File: src/rtl/assert_macros.svh
// Assertion macros for the RTL files.
`ifndef ASSERT_MACROS_SVH
`define ASSERT_MACROS_SVH

// Concurrent check on clk_i, off while rst_ni is low.
`define ASSERT_CLK(label, prop, msg) \
  label: assert property (@(posedge clk_i) disable iff (!rst_ni) (prop)) else $error(msg);

// Check that a condition implies another one on the next edge.
`define ASSERT_NEXT(label, pre, post, msg) \
  `ASSERT_CLK(label, (pre) |=> (post), msg)

`endif

File: src/rtl/spk_pkg.sv
// Types and constants shared by the Speck32/64 encrypt unit.
package spk_pkg;

  localparam int unsigned WordW        = 16;
  localparam int unsigned NumRoundsDef = 22;
  localparam int unsigned CfgIdxW      = 2;

  typedef enum logic [CfgIdxW-1:0] {
    CfgKeyK0 = 2'd0,
    CfgKeyL0 = 2'd1,
    CfgKeyL1 = 2'd2,
    CfgKeyL2 = 2'd3
  } cfg_reg_e;

  typedef struct packed {
    logic [WordW-1:0] plaintext_right;
    logic [WordW-1:0] plaintext_left;
  } in_word_t;

  typedef struct packed {
    logic [WordW-1:0] ciphertext_right;
    logic [WordW-1:0] ciphertext_left;
  } out_word_t;

  // Block halves plus the running key schedule (round key and 3-word queue).
  typedef struct packed {
    logic [WordW-1:0] x;
    logic [WordW-1:0] y;
    logic [WordW-1:0] rk;
    logic [WordW-1:0] l0;
    logic [WordW-1:0] l1;
    logic [WordW-1:0] l2;
  } spk_stage_t;

endpackage

File: src/rtl/spk_round_stage.sv
// One registered Speck round: data round and key schedule step.
module spk_round_stage #(
  parameter int unsigned RoundIdx = 0
) (
  input  logic                clk_i,
  input  logic                rst_ni,
  input  logic                en_i,
  input  logic                valid_i,
  input  spk_pkg::spk_stage_t state_i,
  output logic                valid_o,
  output spk_pkg::spk_stage_t state_o
);
  import spk_pkg::*;

  function automatic logic [WordW-1:0] rotr7(input logic [WordW-1:0] v);
    return {v[6:0], v[WordW-1:7]};
  endfunction

  function automatic logic [WordW-1:0] rotl2(input logic [WordW-1:0] v);
    return {v[WordW-3:0], v[WordW-1:WordW-2]};
  endfunction

  logic             valid_q, valid_d;
  spk_stage_t       state_q, state_d;
  logic [WordW-1:0] new_l;

  always_comb begin
    state_d    = state_i;
    state_d.y  = (rotr7(state_i.y) + state_i.x) ^ state_i.rk;
    state_d.x  = rotl2(state_i.x) ^ state_d.y;
    // schedule: oldest queue word feeds this round, new word joins the tail
    new_l      = (rotr7(state_i.l0) + state_i.rk) ^ WordW'(RoundIdx);
    state_d.rk = rotl2(state_i.rk) ^ new_l;
    state_d.l0 = state_i.l1;
    state_d.l1 = state_i.l2;
    state_d.l2 = new_l;
  end

  assign valid_d = en_i ? valid_i : valid_q;

  always_ff @(posedge clk_i or negedge rst_ni) begin
    if (!rst_ni) begin
      valid_q <= 1'b0;
    end else begin
      valid_q <= valid_d;
    end
  end

  always_ff @(posedge clk_i) begin
    if (en_i && valid_i) begin
      state_q <= state_d;
    end
  end

  assign valid_o = valid_q;
  assign state_o = state_q;

endmodule

File: src/rtl/speck32_64_encrypt_unit.sv
// Top level of the Speck32/64 encrypt unit: key registers and round pipeline.
//
// Usage:
//   Input channel: in_valid_i / in_stall_o carry one plaintext word (two
//   16-bit halves). A word is taken on a clock edge with valid high and stall
//   low. Output channel: out_valid_o / out_stall_i carry the ciphertext word.
//   The user loads key words through cfg_we_i / cfg_index_i / cfg_data_i (index
//   0 = k0, 1..3 = l0..l2) only while no word is in flight; the block does not check it.
// Pipeline: one register stage per round between input acceptance and
//   out_valid_o; the last stage register drives the outputs.
// Throughput: one word per cycle unless the output stalls. Round keys travel
//   with each word, so every stage holds one round adder and one schedule adder.
// Stall: the whole pipeline holds while the output word is valid and
//   stalled; in_stall_o is raised in that same cycle, so nothing is lost or
//   repeated. Empty slots are not squeezed out during a hold.
// Reset: asynchronous, active low; clears all valid bits and the key words
//   to zero. No clearing pass is needed.
module speck32_64_encrypt_unit #(
  parameter int unsigned NUM_ROUNDS = spk_pkg::NumRoundsDef
) (
  input  logic                                clk_i,
  input  logic                                rst_ni,
  input  logic                                in_valid_i,
  output logic                                in_stall_o,
  input  spk_pkg::in_word_t                   in_word_i,
  output logic                                out_valid_o,
  input  logic                                out_stall_i,
  output spk_pkg::out_word_t                  out_word_o,
  input  logic                                cfg_we_i,
  input  logic [spk_pkg::CfgIdxW-1:0]         cfg_index_i,
  input  logic [spk_pkg::WordW-1:0]           cfg_data_i
);
  import spk_pkg::*;
  `include "assert_macros.svh"

  // key words
  logic [WordW-1:0] key_k0_q, key_l0_q, key_l1_q, key_l2_q;

  always_ff @(posedge clk_i or negedge rst_ni) begin
    if (!rst_ni) begin
      key_k0_q <= '0;
      key_l0_q <= '0;
      key_l1_q <= '0;
      key_l2_q <= '0;
    end else if (cfg_we_i) begin
      case (cfg_reg_e'(cfg_index_i))
        CfgKeyK0: key_k0_q <= cfg_data_i;
        CfgKeyL0: key_l0_q <= cfg_data_i;
        CfgKeyL1: key_l1_q <= cfg_data_i;
        CfgKeyL2: key_l2_q <= cfg_data_i;
        default: ;
      endcase
    end
  end

  // pipeline: index 0 is the input, index k the output of round k-1
  logic [NUM_ROUNDS:0] vld;
  spk_stage_t          st [NUM_ROUNDS+1];
  logic                adv;

  // global hold while a finished word waits at the output
  assign adv        = !(out_valid_o && out_stall_i);
  assign in_stall_o = !adv;

  assign vld[0]   = in_valid_i;
  assign st[0].x  = in_word_i.plaintext_right;
  assign st[0].y  = in_word_i.plaintext_left;
  assign st[0].rk = key_k0_q;
  assign st[0].l0 = key_l0_q;
  assign st[0].l1 = key_l1_q;
  assign st[0].l2 = key_l2_q;

  for (genvar r = 0; r < NUM_ROUNDS; r++) begin : g_round
    spk_round_stage #(
      .RoundIdx (r)
    ) u_stage (
      .clk_i   (clk_i),
      .rst_ni  (rst_ni),
      .en_i    (adv),
      .valid_i (vld[r]),
      .state_i (st[r]),
      .valid_o (vld[r+1]),
      .state_o (st[r+1])
    );
  end

  assign out_valid_o                 = vld[NUM_ROUNDS];
  assign out_word_o.ciphertext_right = st[NUM_ROUNDS].x;
  assign out_word_o.ciphertext_left  = st[NUM_ROUNDS].y;

  // a held pipeline keeps every slot as it was
  `ASSERT_NEXT(a_hold_keeps_valids, !adv, $stable(vld[NUM_ROUNDS:1]),
               "valid bits moved during a stall")

  // words in flight: one leaves at the output, one may enter at the input
  `ASSERT_NEXT(a_word_count, adv,
               $countones(vld[NUM_ROUNDS:1]) + $past(vld[NUM_ROUNDS]) ==
               $past($countones(vld[NUM_ROUNDS:1])) + $past(in_valid_i),
               "word lost or duplicated in the pipeline")

  // stall only ever comes from a blocked output word
  `ASSERT_CLK(a_stall_cause, in_stall_o |-> (out_valid_o && out_stall_i),
              "input stalled without a blocked output")

endmodule

File: config.mk
export PLATFORM = sky130hd
export DESIGN_NAME = speck32_64_encrypt_unit
export DESIGN_NICKNAME = d
export VERILOG_FILES = /design/src/rtl/spk_pkg.sv /design/src/rtl/spk_round_stage.sv /design/src/rtl/speck32_64_encrypt_unit.sv
export VERILOG_INCLUDE_DIRS = /design/src /design/src/rtl
export SDC_FILE = /design/constraint.sdc
export NUM_CORES = 2
export LEC_CHECK = 0
export BUFFER_PORTS_ARGS = -buffer_cell sky130_fd_sc_hd__buf_2
export CAP_MARGIN = 10
export CORE_ASPECT_RATIO = 1.4
export CORE_MARGIN = 3
export CORE_UTILIZATION = 40
export DETAILED_ROUTE_END_ITERATION = 16
export SLEW_MARGIN = 20
export SYNTH_ARGS = -nofsm -noshare
export SYNTH_HDL_FRONTEND = slang
export SYNTH_HIERARCHICAL = 1
export SYNTH_SLANG_ARGS = --single-unit
File: constraint.sdc
create_clock -name clk_i -period 3.7 [get_ports clk_i]
set_clock_uncertainty 0.15 [all_clocks]
set_input_delay 0.74 -clock clk_i [delete_from_list [all_inputs] [get_ports clk_i]]
set_output_delay 0.74 -clock clk_i [all_outputs]
set_load 0.1 [all_outputs]
==> impl_results.md <==
- GRT busiest layer: met2
- Worst Path Required: 2810 ps
- Mean post-synth cell area: 14.2 sq um
- Detailed placement HPWL: 254000 um
- First-pass GRT wire length: 436000 um
- Grt ovf: 0
- Synth Instances: 7328
- Slowest stage delay, CP: 480 ps
- Cell area after synthesis: 104000 sq um
- Slew headroom: 0.300
- DRT Wirelength: 309000 um
- RD Place Congestion: 0.916
- Yosys warns: 6
- Vias per inst: 5.34
- Max clock buf depth: 4
- Number of nets in the layout: 8412
- Vias: 60.2k
- Critical path buffer and inverter count: 2
- Vias in the first global route: 62.8k
- Max-cap viol count: 0
- Antenna Nets Post-Route: 0
- Setup crit start kind: flop
- Fin crit period: 3420 ps
- Crit path capture type: primary output
- Max Clock Freq: 0.293 GHz
- Area delta synth->final: 12.3%
- 1st-iter DRT viols: 3489
- CP Max Fanout: 11
- Clk_lat worst skew: 880 ps
- WP data arrival: 2530 ps
- Postcts setup bufs: 0
- Clock root cell: clkbuf_16
- Slew Viols, Final: 0
- Die width: 437 um
- Fraction of layout cells with a size suffix above 1: 0.112
- Setup TNS: 0 ps
- Initial antenna violation count: 8
- Tightest Pin Transition: 1040 ps
- CTS tree: yes
- CP cell instances: nand2_2 -> inv_1 -> buf_2
- CP max-delay cell: buf_2
- Initial Util: 0.404
- Status: completed
- Tot GR Track Use: 0.228
- Die footprint: 266000 sq um
- WS Path Type: flop to primary output
- Final Core Density: 0.453
- Row count: 220
- CP delay by family, top: buffers and inverters
- Syn_nets: 8071
- Met3 Use GR: 0.0243
- DRC viols: 0
- Hold Violations, Final: 0
- Unrepaired setup endpoints after global routing: false
- Met2 GRT Util: 0.466
- Core Region: 258000 sq um
- Fin crit share: 0.924
- Num CTS Buffers: 210
- I/O Pins: 89
- Port Buffers: 88
- Die H: 609 um
- 1st-pass router iterations: 6
- CTS Sinks: 2038
- Met1 Usage GRT: 0.195
- Final setup vio count: 0
- Clock-pin slew on the worst setup and hold paths: 70 ps
- Htree depth: 4
- Pin count of the biggest net entering global routing: 97
- Hold Path Class: input port to flop
- Routed WL per cell: 27.4 um
-- metrics by stage --
stage / cells / hold slack, ps / worst slack, ps / area [sq um]
2_1_floorplan: 7328 / 250 / 115 / 104000
3_3_place_gp: 10879 / 250 / 534 / 109000
3_5_place_dp: 10879 / 255 / 491 / 109000
4_1_cts: 11278 / 0.166 / 149 / 117000
5_1_grt: 11279 / 32.0 / 199 / 117000
6_report: 11280 / 71.2 / 282 / 117000
-- placed cells by master, fill, tap and decap left out, types with 42 or more instances in the layout --
cell	n
a211oi_1	50
nand4_1	51
o21a_1	77
nor2b_1	42
buf_2	87
xor2_1	899
clkbuf_16	211
a21o_1	196
o21ai_0	163
xnor3_1	62
inv_1	188
o21bai_1	44
fa_1	43
nand3_1	114
and3_1	51
ha_1	645
a31oi_1	79
nand2_1	283
a21oi_1	435
nand2b_1	50
buf_4	55
o21ai_1	56
dfrtp_1	86
nor2_1	235
mux2_2	91
edfxtp_1	1952
o211ai_1	61
xnor2_1	682
-- repair_timing --
action                    4_1_cts  5_1_grt
hold buffers                   19        0
hold endpoints to repair      103        0
resized for setup               0        0
-- per-layer routing --
metal / vias up / share of wire
li1: 28215 / -
met1: 29853 / 0.30
met2: 1425 / 0.58
met3: 722 / 0.028
met4: 0 / 0.093
met5: - / 0
-- layout make-up --
cell class                 count  area [sq um]
antenna                        2          5.00
clock buffer                 246          5450
clock inverter               134          1590
fill                       22996        141000
inverter                     189           709
multi-input combinational   5037         42200
sequential                  2038         60800
tap                         3441          4310
timing repair buffer         193          1680
-- final timing paths --
check | to | slack [ps] | cells past startpoint | start
setup / recovery | in_stall_o | 280 | 3 | g_round[21].u_stage/valid_o$_DFFE_PN0P_
hold / removal | g_round[0].u_stage/state_o[81]$_DFFE_PP_ | 70 | 2 | in_word_i[31]
setup reg to reg | g_round[10].u_stage/state_o[63]$_DFFE_PP_ | 490 | 7 | g_round[9].u_stage/state_o[56]$_DFFE_PP_
hold reg to reg | g_round[17].u_stage/state_o[19]$_DFFE_PP_ | 240 | 0 | g_round[16].u_stage/state_o[3]$_DFFE_PP_
max in group asynchronous | g_round[19].u_stage/valid_o$_DFFE_PN0P_ | 2310 | 3 | rst_ni
min in group asynchronous | key_l2_q[15]$_DFFE_PN0P_ | 230 | 2 | rst_ni
-- state kept, by name, indices dropped and copies added, names as in the netlist --
register                 count
key_l0_q                    16
g_round.u_stage/state_o   1952
key_k0_q                    16
key_l1_q                    16
g_round.u_stage/valid_o     22
key_l2_q                    16
Power is left out: the tool's default activity adds up to more than one toggle a clock period on the data nets, which glitch-free logic cannot reach.
